[src/hdl/pfx_pkg.sv]
`default_nettype none

package pfx_pkg;

    // Default number of operand stack entries.
    localparam int STACK_DEPTH = 16;

    // Entries in the queue between the character front end and the stack engine.
    localparam int QUEUE_DEPTH = 4;

    // Character codes that the front end recognizes.
    localparam logic [7:0] CH_ZERO  = 8'h30;
    localparam logic [7:0] CH_NINE  = 8'h39;
    localparam logic [7:0] CH_PLUS  = 8'h2B;
    localparam logic [7:0] CH_MINUS = 8'h2D;
    localparam logic [7:0] CH_STAR  = 8'h2A;
    localparam logic [7:0] CH_SLASH = 8'h2F;
    localparam logic [7:0] CH_CARET = 8'h5E;

    // Classified operation of one character.
    typedef enum logic [2:0] {
        OP_NOP,
        OP_DIGIT,
        OP_ADD,
        OP_SUB,
        OP_MUL,
        OP_DIV,
        OP_POW
    } t_op;

    // Result status codes.
    typedef enum logic [2:0] {
        ST_OK    = 3'd0,
        ST_UNDER = 3'd1,
        ST_OVER  = 3'd2,
        ST_DIVZ  = 3'd3,
        ST_DEPTH = 3'd4
    } t_status;

    // One classified item as it travels through the queue.
    typedef struct packed {
        t_op        op;
        logic [3:0] digit;
        logic       last;
    } t_item;

    // Stack engine states.
    typedef enum logic [2:0] {
        S_IDLE,
        S_FETCH,
        S_DIV,
        S_DIV_FIN,
        S_POW,
        S_EMIT
    } t_state;

endpackage

`default_nettype wire

[src/hdl/postfix_expression_evaluator.sv]
`default_nettype none

// Postfix expression evaluator. Characters enter one per item; digits push 0..9,
// + - * / ^ combine the two top entries in 32-bit wrapping arithmetic, other
// characters are ignored, and an item marked last produces one result (value and
// status) and clears the stack. A front end classifies characters at up to one
// item per cycle into a four-entry queue while that queue is not full; the stack
// engine behind it takes a digit directly, fetches the lower operand for + - * /
// and ^, settles a divide by zero or a negative exponent at that fetch, runs a
// restoring divider for any other divide (one quotient bit per cycle) and a
// square-and-multiply loop for any other power (one exponent bit per cycle). A
// closing item then loads the output register once the previous result is taken;
// further items are taken into the queue while a result waits there.
module postfix_expression_evaluator #(
    parameter int STACK_DEPTH = pfx_pkg::STACK_DEPTH
) (
    input  wire logic        i_clk,
    input  wire logic        i_rst_n,
    input  wire logic        i_valid,
    output logic             o_ready,
    input  wire logic [7:0]  i_ch,
    input  wire logic        i_last,
    output logic             o_valid,
    input  wire logic        i_ready,
    output logic [31:0]      o_value,
    output logic [2:0]       o_status
);

    logic           push;
    logic           full;
    logic           q_valid;
    logic           q_pop;
    pfx_pkg::t_item front_item;
    pfx_pkg::t_item q_item;

    pfx_front u_front (
        .i_valid (i_valid),
        .o_ready (o_ready),
        .i_ch    (i_ch),
        .i_last  (i_last),
        .i_full  (full),
        .o_push  (push),
        .o_item  (front_item)
    );

    pfx_queue u_queue (
        .i_clk   (i_clk),
        .i_rst_n (i_rst_n),
        .i_push  (push),
        .i_item  (front_item),
        .o_full  (full),
        .o_valid (q_valid),
        .i_pop   (q_pop),
        .o_item  (q_item)
    );

    pfx_back #(
        .STACK_DEPTH (STACK_DEPTH)
    ) u_back (
        .i_clk        (i_clk),
        .i_rst_n      (i_rst_n),
        .i_item_valid (q_valid),
        .i_item       (q_item),
        .o_item_pop   (q_pop),
        .o_valid      (o_valid),
        .i_ready      (i_ready),
        .o_value      (o_value),
        .o_status     (o_status)
    );

endmodule

`default_nettype wire

[src/hdl/pfx_front.sv]
`default_nettype none

module pfx_front (
    input  wire logic          i_valid,
    output logic               o_ready,
    input  wire logic [7:0]    i_ch,
    input  wire logic          i_last,
    input  wire logic          i_full,
    output logic               o_push,
    output pfx_pkg::t_item     o_item
);

    pfx_pkg::t_op op;
    logic [7:0]   digit_full;

    // Map the character onto an operation; everything unknown is a no-op.
    always_comb begin
        digit_full = i_ch - pfx_pkg::CH_ZERO;
        op         = pfx_pkg::OP_NOP;
        if (i_ch >= pfx_pkg::CH_ZERO && i_ch <= pfx_pkg::CH_NINE) begin
            op = pfx_pkg::OP_DIGIT;
        end else if (i_ch == pfx_pkg::CH_PLUS) begin
            op = pfx_pkg::OP_ADD;
        end else if (i_ch == pfx_pkg::CH_MINUS) begin
            op = pfx_pkg::OP_SUB;
        end else if (i_ch == pfx_pkg::CH_STAR) begin
            op = pfx_pkg::OP_MUL;
        end else if (i_ch == pfx_pkg::CH_SLASH) begin
            op = pfx_pkg::OP_DIV;
        end else if (i_ch == pfx_pkg::CH_CARET) begin
            op = pfx_pkg::OP_POW;
        end
    end

    // An ignored character that does not close the expression never enters the queue.
    assign o_ready      = !i_full;
    assign o_push       = i_valid && !i_full && (op != pfx_pkg::OP_NOP || i_last);
    assign o_item.op    = op;
    assign o_item.digit = digit_full[3:0];
    assign o_item.last  = i_last;

endmodule

`default_nettype wire

[src/hdl/pfx_queue.sv]
`default_nettype none

module pfx_queue (
    input  wire logic           i_clk,
    input  wire logic           i_rst_n,
    input  wire logic           i_push,
    input  wire pfx_pkg::t_item i_item,
    output logic                o_full,
    output logic                o_valid,
    input  wire logic           i_pop,
    output pfx_pkg::t_item      o_item
);

    localparam int QAW = $clog2(pfx_pkg::QUEUE_DEPTH);
    localparam int QCW = $clog2(pfx_pkg::QUEUE_DEPTH + 1);

    pfx_pkg::t_item r_mem [pfx_pkg::QUEUE_DEPTH];
    logic [QAW-1:0] r_wr_ptr, n_wr_ptr;
    logic [QAW-1:0] r_rd_ptr, n_rd_ptr;
    logic [QCW-1:0] r_count, n_count;
    logic           do_push;
    logic           do_pop;

    assign o_full  = (r_count == QCW'(pfx_pkg::QUEUE_DEPTH));
    assign o_valid = (r_count != '0);
    assign o_item  = r_mem[r_rd_ptr];
    assign do_push = i_push && !o_full;
    assign do_pop  = i_pop && o_valid;

    // Pointer and fill count update with explicit wrap.
    always_comb begin
        n_wr_ptr = r_wr_ptr;
        n_rd_ptr = r_rd_ptr;
        n_count  = r_count;
        if (do_push) begin
            n_wr_ptr = (r_wr_ptr == QAW'(pfx_pkg::QUEUE_DEPTH - 1)) ? '0 : r_wr_ptr + 1'b1;
        end
        if (do_pop) begin
            n_rd_ptr = (r_rd_ptr == QAW'(pfx_pkg::QUEUE_DEPTH - 1)) ? '0 : r_rd_ptr + 1'b1;
        end
        if (do_push && !do_pop) begin
            n_count = r_count + 1'b1;
        end else if (do_pop && !do_push) begin
            n_count = r_count - 1'b1;
        end
    end

    always_ff @(posedge i_clk) begin
        if (!i_rst_n) begin
            r_wr_ptr <= '0;
            r_rd_ptr <= '0;
            r_count  <= '0;
        end else begin
            r_wr_ptr <= n_wr_ptr;
            r_rd_ptr <= n_rd_ptr;
            r_count  <= n_count;
        end
    end

    // Item storage.
    always_ff @(posedge i_clk) begin
        if (do_push) begin
            r_mem[r_wr_ptr] <= i_item;
        end
    end

endmodule

`default_nettype wire

[src/hdl/pfx_back.sv]
`default_nettype none

module pfx_back #(
    parameter int STACK_DEPTH = pfx_pkg::STACK_DEPTH
) (
    input  wire logic           i_clk,
    input  wire logic           i_rst_n,
    input  wire logic           i_item_valid,
    input  wire pfx_pkg::t_item i_item,
    output logic                o_item_pop,
    output logic                o_valid,
    input  wire logic           i_ready,
    output logic [31:0]         o_value,
    output logic [2:0]          o_status
);

    localparam int DW = $clog2(STACK_DEPTH + 1);
    localparam int AW = $clog2(STACK_DEPTH);

    // Control state.
    pfx_pkg::t_state  r_state, n_state;
    logic [DW-1:0]    r_depth, n_depth;
    pfx_pkg::t_status r_err, n_err;
    logic             r_out_valid, n_out_valid;

    // Datapath state.
    logic [31:0]      r_tos, n_tos;
    pfx_pkg::t_op     r_op, n_op;
    logic             r_last, n_last;
    logic [31:0]      r_acc, n_acc;
    logic [31:0]      r_base, n_base;
    logic [31:0]      r_ex, n_ex;
    logic [31:0]      r_quo, n_quo;
    logic [31:0]      r_rem, n_rem;
    logic [31:0]      r_dvs, n_dvs;
    logic             r_neg, n_neg;
    logic [4:0]       r_cnt, n_cnt;
    logic [31:0]      r_out_value, n_out_value;
    pfx_pkg::t_status r_out_status, n_out_status;

    // Operand stack below the top entry; the top entry lives in r_tos.
    logic [31:0]      r_stack [STACK_DEPTH];
    logic [31:0]      r_rd_data;
    logic [DW-1:0]    rd_full;
    logic [DW-1:0]    wr_full;
    logic [AW-1:0]    rd_addr;
    logic [AW-1:0]    wr_addr;
    logic             mem_we;

    logic [31:0]      mul_x, mul_y, prod_a, prod_b;
    logic [32:0]      trial;
    logic [32:0]      trial_diff;
    pfx_pkg::t_state  done_state;
    logic             out_load;

    assign rd_full    = r_depth - DW'(2);
    assign wr_full    = r_depth - DW'(1);
    assign rd_addr    = rd_full[AW-1:0];
    assign wr_addr    = wr_full[AW-1:0];
    assign done_state = r_last ? pfx_pkg::S_EMIT : pfx_pkg::S_IDLE;
    assign out_load   = (r_state == pfx_pkg::S_EMIT) && (!r_out_valid || i_ready);

    // Multiply and the power loop's accumulator share prod_a; the loop squares the base in prod_b.
    always_comb begin
        if (r_state == pfx_pkg::S_POW) begin
            mul_x = r_acc;
            mul_y = r_base;
        end else begin
            mul_x = r_rd_data;
            mul_y = r_tos;
        end
        prod_a = mul_x * mul_y;
        prod_b = r_base * r_base;
    end

    // One restoring divide step on magnitudes.
    assign trial      = {r_rem, r_quo[31]};
    assign trial_diff = trial - {1'b0, r_dvs};

    // Next state and datapath.
    always_comb begin
        n_state      = r_state;
        n_depth      = r_depth;
        n_err        = r_err;
        n_tos        = r_tos;
        n_op         = r_op;
        n_last       = r_last;
        n_acc        = r_acc;
        n_base       = r_base;
        n_ex         = r_ex;
        n_quo        = r_quo;
        n_rem        = r_rem;
        n_dvs        = r_dvs;
        n_neg        = r_neg;
        n_cnt        = r_cnt;
        n_out_valid  = r_out_valid && !i_ready;
        n_out_value  = r_out_value;
        n_out_status = r_out_status;
        mem_we       = 1'b0;
        o_item_pop   = 1'b0;
        case (r_state)
            pfx_pkg::S_IDLE: begin
                if (i_item_valid) begin
                    o_item_pop = 1'b1;
                    n_op       = i_item.op;
                    n_last     = i_item.last;
                    n_state    = i_item.last ? pfx_pkg::S_EMIT : pfx_pkg::S_IDLE;
                    // After an error every character up to the last one is skipped.
                    if (r_err == pfx_pkg::ST_OK) begin
                        case (i_item.op)
                            pfx_pkg::OP_NOP: begin
                            end
                            pfx_pkg::OP_DIGIT: begin
                                if (r_depth >= DW'(STACK_DEPTH)) begin
                                    n_err = pfx_pkg::ST_OVER;
                                end else begin
                                    mem_we  = (r_depth != '0);
                                    n_tos   = {28'd0, i_item.digit};
                                    n_depth = r_depth + 1'b1;
                                end
                            end
                            pfx_pkg::OP_ADD, pfx_pkg::OP_SUB, pfx_pkg::OP_MUL,
                            pfx_pkg::OP_DIV, pfx_pkg::OP_POW: begin
                                if (r_depth < DW'(2)) begin
                                    n_err = pfx_pkg::ST_UNDER;
                                end else begin
                                    n_state = pfx_pkg::S_FETCH;
                                end
                            end
                            default: begin
                            end
                        endcase
                    end
                end
            end
            pfx_pkg::S_FETCH: begin
                // r_rd_data holds the lower operand, r_tos the upper one.
                n_state = done_state;
                case (r_op)
                    pfx_pkg::OP_ADD: begin
                        n_tos   = r_rd_data + r_tos;
                        n_depth = r_depth - 1'b1;
                    end
                    pfx_pkg::OP_SUB: begin
                        n_tos   = r_rd_data - r_tos;
                        n_depth = r_depth - 1'b1;
                    end
                    pfx_pkg::OP_MUL: begin
                        n_tos   = prod_a;
                        n_depth = r_depth - 1'b1;
                    end
                    pfx_pkg::OP_DIV: begin
                        if (r_tos == '0) begin
                            n_err = pfx_pkg::ST_DIVZ;
                        end else begin
                            n_quo   = r_rd_data[31] ? (32'd0 - r_rd_data) : r_rd_data;
                            n_dvs   = r_tos[31] ? (32'd0 - r_tos) : r_tos;
                            n_rem   = '0;
                            n_neg   = r_rd_data[31] ^ r_tos[31];
                            n_cnt   = '0;
                            n_state = pfx_pkg::S_DIV;
                        end
                    end
                    pfx_pkg::OP_POW: begin
                        if (r_tos[31]) begin
                            // Negative exponent: only bases of one and minus one survive.
                            n_depth = r_depth - 1'b1;
                            if (r_rd_data == 32'd1) begin
                                n_tos = 32'd1;
                            end else if (r_rd_data == 32'hFFFF_FFFF) begin
                                n_tos = r_tos[0] ? 32'hFFFF_FFFF : 32'd1;
                            end else begin
                                n_tos = '0;
                            end
                        end else begin
                            n_acc   = 32'd1;
                            n_base  = r_rd_data;
                            n_ex    = r_tos;
                            n_state = pfx_pkg::S_POW;
                        end
                    end
                    default: begin
                    end
                endcase
            end
            pfx_pkg::S_DIV: begin
                if (!trial_diff[32]) begin
                    n_rem = trial_diff[31:0];
                    n_quo = {r_quo[30:0], 1'b1};
                end else begin
                    n_rem = trial[31:0];
                    n_quo = {r_quo[30:0], 1'b0};
                end
                n_cnt = r_cnt + 1'b1;
                if (r_cnt == 5'd31) begin
                    n_state = pfx_pkg::S_DIV_FIN;
                end
            end
            pfx_pkg::S_DIV_FIN: begin
                n_tos   = r_neg ? (32'd0 - r_quo) : r_quo;
                n_depth = r_depth - 1'b1;
                n_state = done_state;
            end
            pfx_pkg::S_POW: begin
                // Square and multiply, one exponent bit per cycle.
                if (r_ex == '0) begin
                    n_tos   = r_acc;
                    n_depth = r_depth - 1'b1;
                    n_state = done_state;
                end else begin
                    if (r_ex[0]) begin
                        n_acc = prod_a;
                    end
                    n_base = prod_b;
                    n_ex   = {1'b0, r_ex[31:1]};
                end
            end
            pfx_pkg::S_EMIT: begin
                if (out_load) begin
                    n_out_valid = 1'b1;
                    if (r_err != pfx_pkg::ST_OK) begin
                        n_out_value  = '0;
                        n_out_status = r_err;
                    end else if (r_depth != DW'(1)) begin
                        n_out_value  = '0;
                        n_out_status = pfx_pkg::ST_DEPTH;
                    end else begin
                        n_out_value  = r_tos;
                        n_out_status = pfx_pkg::ST_OK;
                    end
                    n_depth = '0;
                    n_err   = pfx_pkg::ST_OK;
                    n_state = pfx_pkg::S_IDLE;
                end
            end
            default: begin
                n_state = pfx_pkg::S_IDLE;
            end
        endcase
    end

    // Control registers.
    always_ff @(posedge i_clk) begin
        if (!i_rst_n) begin
            r_state     <= pfx_pkg::S_IDLE;
            r_depth     <= '0;
            r_err       <= pfx_pkg::ST_OK;
            r_out_valid <= 1'b0;
        end else begin
            r_state     <= n_state;
            r_depth     <= n_depth;
            r_err       <= n_err;
            r_out_valid <= n_out_valid;
        end
    end

    // Datapath registers.
    always_ff @(posedge i_clk) begin
        r_tos        <= n_tos;
        r_op         <= n_op;
        r_last       <= n_last;
        r_acc        <= n_acc;
        r_base       <= n_base;
        r_ex         <= n_ex;
        r_quo        <= n_quo;
        r_rem        <= n_rem;
        r_dvs        <= n_dvs;
        r_neg        <= n_neg;
        r_cnt        <= n_cnt;
        r_out_value  <= n_out_value;
        r_out_status <= n_out_status;
    end

    // Stack memory: the old top is pushed down on a digit, the lower operand is read back.
    always_ff @(posedge i_clk) begin
        if (mem_we) begin
            r_stack[wr_addr] <= r_tos;
        end
        r_rd_data <= r_stack[rd_addr];
    end

    assign o_valid  = r_out_valid;
    assign o_value  = r_out_value;
    assign o_status = r_out_status;

    // The depth count never passes the stack size.
    a_depth_bound: assert property (@(posedge i_clk) disable iff (!i_rst_n)
        r_depth <= DW'(STACK_DEPTH))
        else $error("stack depth beyond stack size");

    // An operand fetch always follows a dispatch from idle.
    a_fetch_from_idle: assert property (@(posedge i_clk) disable iff (!i_rst_n)
        r_state == pfx_pkg::S_FETCH |-> $past(r_state) == pfx_pkg::S_IDLE)
        else $error("operand fetch without dispatch");

    // Divide sign fix only after the full run of divide steps.
    a_div_fin: assert property (@(posedge i_clk) disable iff (!i_rst_n)
        r_state == pfx_pkg::S_DIV_FIN |-> $past(r_state) == pfx_pkg::S_DIV
                                          && $past(r_cnt) == 5'd31)
        else $error("divide finished early");

    // A kept error parks the engine until the closing item.
    a_err_parks: assert property (@(posedge i_clk) disable iff (!i_rst_n)
        r_err != pfx_pkg::ST_OK |-> r_state == pfx_pkg::S_IDLE
                                    || r_state == pfx_pkg::S_EMIT)
        else $error("engine busy with an error pending");

    // Emitting a result leaves an empty, error-free stack.
    a_emit_clears: assert property (@(posedge i_clk) disable iff (!i_rst_n)
        out_load |=> r_depth == '0 && r_err == pfx_pkg::ST_OK && r_out_valid)
        else $error("stack not cleared after result");

endmodule

`default_nettype wire

[config.mk]
export PLATFORM = sky130hd
export DESIGN_NAME = postfix_expression_evaluator
export DESIGN_NICKNAME = d
export VERILOG_FILES = /design/src/hdl/pfx_pkg.sv /design/src/hdl/postfix_expression_evaluator.sv /design/src/hdl/pfx_front.sv /design/src/hdl/pfx_queue.sv /design/src/hdl/pfx_back.sv
export SDC_FILE = /design/constraint.sdc
export NUM_CORES = 2
export LEC_CHECK = 0
export ABC_CLOCK_PERIOD_IN_PS = 15300
export BUFFER_PORTS_ARGS = -buffer_cell sky130_fd_sc_hd__buf_2
export CORE_MARGIN = 2
export CORE_UTILIZATION = 60
export DETAILED_ROUTE_END_ITERATION = 10
export GPL_TIMING_DRIVEN = 0
export PLACE_DENSITY = 0.8
export SLEW_MARGIN = 5
export SYNTH_ARGS = -nofsm -noshare
export SYNTH_HDL_FRONTEND = slang
export SYNTH_SLANG_ARGS = --single-unit
export TNS_END_PERCENT = 50
[constraint.sdc]
create_clock -name i_clk -period 15.3 [get_ports i_clk]
set_input_delay 3.06 -clock i_clk [delete_from_list [all_inputs] [get_ports i_clk]]
set_output_delay 3.06 -clock i_clk [all_outputs]
set_load 0.03 [all_outputs]
==> metrics <==
# rows=124; kind of critical path=flip-flop to flip-flop; Avg Cell Area, Syn=11.2 µm²; Pre-antenna DRT Iters=11; hold path depth=2; Final setup viols=0; total global-route track usage=0.394; post-synthesis register bit count=864; RSZ-0062 raised after global routing=no; failing checks=DRC, capacitance limit, slew limit; Mapped Area=0.0689 mm²; vias=50900; TritonCTS clock tree=done; Worst path most repeated cell=fa_1; antenna violations before repair=11; TritonCTS sink count=864; post-synth cell types=86; Post-synth EDFFs=812; Slew headroom=-0.0243; Critical Path Fanout Max=10; R2R depth=31; clk slew on worst S/H paths=0.06 ns; minimum clock period=12.36 ns; Synth Flop Type=edfxtp_1; vias in the first global route=52400; Remaining Overflow, GRT=0; Yosys top cell area share=0.354; clk_lat worst skew=0.71 ns; Final period util=0.808; post-synth top area cell=edfxtp_1; Worst Setup Start Kind=flip-flop; RR Endpoint=u_back.r_tos[21]$_SDFFCE_PP0P_; max incr delay on CP=0.83 ns; die height=343 µm; nets=7444; clock buffer count from CTS=87; Core Region=0.114 mm²; synth-to-layout area growth=8.47%; Starting DRT DRC Count=7725; worst slew pin tran=1.54 ns; register area=0.0254 mm²; I/O Pins=50; root buf cell=clkbuf_16; Synthesized Nets=7278; # Post-CTS Setup Buffers=0; Crit. End Element=flip-flop; first-pass GRT wire length=335 mm; yosys warns=0; proportion of layout cells with a drive suffix above 1=0.0709; Synth Instances=6151; Initial Util=0.603; H-tree levels=3; die area=0.118 mm²; register area share after synthesis=0.369; FMAX=0.0809 GHz; CP arrival=12.74 ns; post-CTS resize count=0; outcome=complete, but fails checks; CTS Buffer Depth=3; worst clock skew=0.0774 ns; PortBufs=49; hold_sp=u_queue.r_rd_ptr[1]$_SDFFE_PN0P_; post-synthesis async set-or-reset flop share=0; most frequent cells in the layout=inv_1, edfxtp_1, nand2_1; R2R Path Start=u_back.r_state[2]$_SDFFE_PN0P_; Max Slew Vio Count=24; worst hold path class=flip-flop to flip-flop; Hold Fails Final Rpt=0; Worst setup startpoint=u_back.r_state[2]$_SDFFE_PN0P_; critical path data required time=15.68 ns; final HPWL from detailed placement=171 mm; Detailed Route WL=228 mm; TNS Setup=0 ns; Residual DRC=140; R2R setup slack=2.94 ns; Die W=343 µm; Synth area leaders=edfxtp_1, fa_1, ha_1, mux4_2, inv_1; pin count of the biggest net entering global routing=64; WL/cell=28.8 µm; DR vias/cell=6.44; most common cell after layout, fill and taps aside=inv_1; maxcap violations=1; GPL Wtd Cong=1.07; hold-fix buffers at CTS=0; fill count=8557; antenna-violating nets left=0; slowest cell on the critical path=nor3b_2; Multi-input gate area=0.0390 mm²
## metal layers
layer,GRT usage,up-vias,part of all wire
li1,-,20600,-
met1,0.506,25100,0.35
met2,0.581,4072,0.43
met3,0.134,1099,0.14
met4,0.235,16,0.079
met5,0.0124,-,0.0015
## registers in the layout, indices dropped and copies added (netlist names), 5 cells and up, named ones only
name / flops
u_back.r_stack: 512
u_back.o_value: 32
u_back.r_acc: 32
u_back.r_base: 32
u_back.r_dvs: 32
u_back.r_quo: 32
u_back.r_rd_data: 32
u_back.r_rem: 32
u_back.r_tos: 32
u_queue.r_mem: 32
u_back.r_ex: 31
u_back.r_cnt: 5
u_back.r_depth: 5
## logic make-up (layout without fill, tap and decap cells)
| logic type | after synthesis | after routing | synth area share |
|---|---|---|---|
| and+or+nand+nor | 1745 | 1745 | 0.112 |
| buffers and inverters | 1238 | 1477 | 0.0679 |
| adders and majority gates | 1114 | 1114 | 0.287 |
| DFF | 864 | 864 | 0.369 |
| AOI/OAI and AO/OA | 645 | 645 | 0.0594 |
| xor gates and xnor gates | 321 | 321 | 0.0411 |
| muxes | 224 | 224 | 0.0637 |
| other | 0 | 8 | 0 |
## stage by stage
step	instances	util	worst slack (ns)	instance area, µm²	hold slack [ns]
floorplan	6151	-	6.70	68900	0.454
global placement	7712	0.622	3.49	71000	0.467
detailed placement	7739	0.628	3.44	71700	0.483
CTS	7901	0.654	3.36	74700	0.492
global route	7904	0.654	2.83	74700	0.523
finish	7910	0.655	2.94	74700	0.488
## how the worst max path moves through the flow
stage,to,slack [ns],depth (start not counted)
after floorplan,u_back.r_tos[31]$_SDFFCE_PP0P_,6.70,29
after global placement,u_back.r_tos[31]$_SDFFCE_PP0P_,3.49,31
after detailed placement,u_back.r_tos[31]$_SDFFCE_PP0P_,3.44,30
after CTS,u_back.r_tos[31]$_SDFFCE_PP0P_,3.36,30
after global routing,u_back.r_tos[21]$_SDFFCE_PP0P_,2.83,31
final,u_back.r_tos[21]$_SDFFCE_PP0P_,2.94,31
## cell type report
class,count,share of cell area
sequential,864,0.340
tap,1512,0.0253
antenna,8,0.000268
clock buffer,128,0.0332
inverter,974,0.0489
buffer,264,0.0137
clock inverter,34,0.00636
multi-input combinational,4049,0.521
timing repair buffer,77,0.0106
## worst max-delay path, delay by kind of cell (launching register included)
kind,cells,cell delay (ns)
buffers and inverters,8,3.02
xor gates and xnor gates,1,0.72
DFF,1,0.43
and+or+nand+nor,6,2.41
AOI/OAI and AO/OA,7,1.36
adders and majority gates,9,4.05
## Yosys cell counts, types with 5 or more instances
library cell / number
inv_1: 971
edfxtp_1: 812
nand2_1: 790
fa_1: 778
nor2_1: 489
ha_1: 336
clkbuf_1: 225
o21ai_0: 198
and2_1: 195
xnor2_1: 172
mux4_2: 168
xor2_1: 147
a21oi_1: 137
dfxtp_1: 52
mux2i_1: 50
a21o_1: 49
o211ai_1: 45
nor3_1: 39
nand3_1: 36
or3_1: 34
buf_1: 30
o21a_1: 29
o31ai_1: 28
nor2b_1: 27
a211oi_1: 22
a31oi_1: 22
or2_2: 21
nand4_1: 19
and3_1: 18
nand2b_1: 17
o21bai_1: 17
nor4_1: 16
or4_1: 13
a211o_1: 11
a21boi_0: 9
o221ai_1: 9
o41ai_1: 9
nand3b_1: 7
buf_2: 6
nor3b_1: 6
o21ai_1: 5
o311ai_0: 5
o31a_1: 5
Power is not shown: default switching activity piles up to over one toggle a cycle in this logic, so the estimate is an artifact.
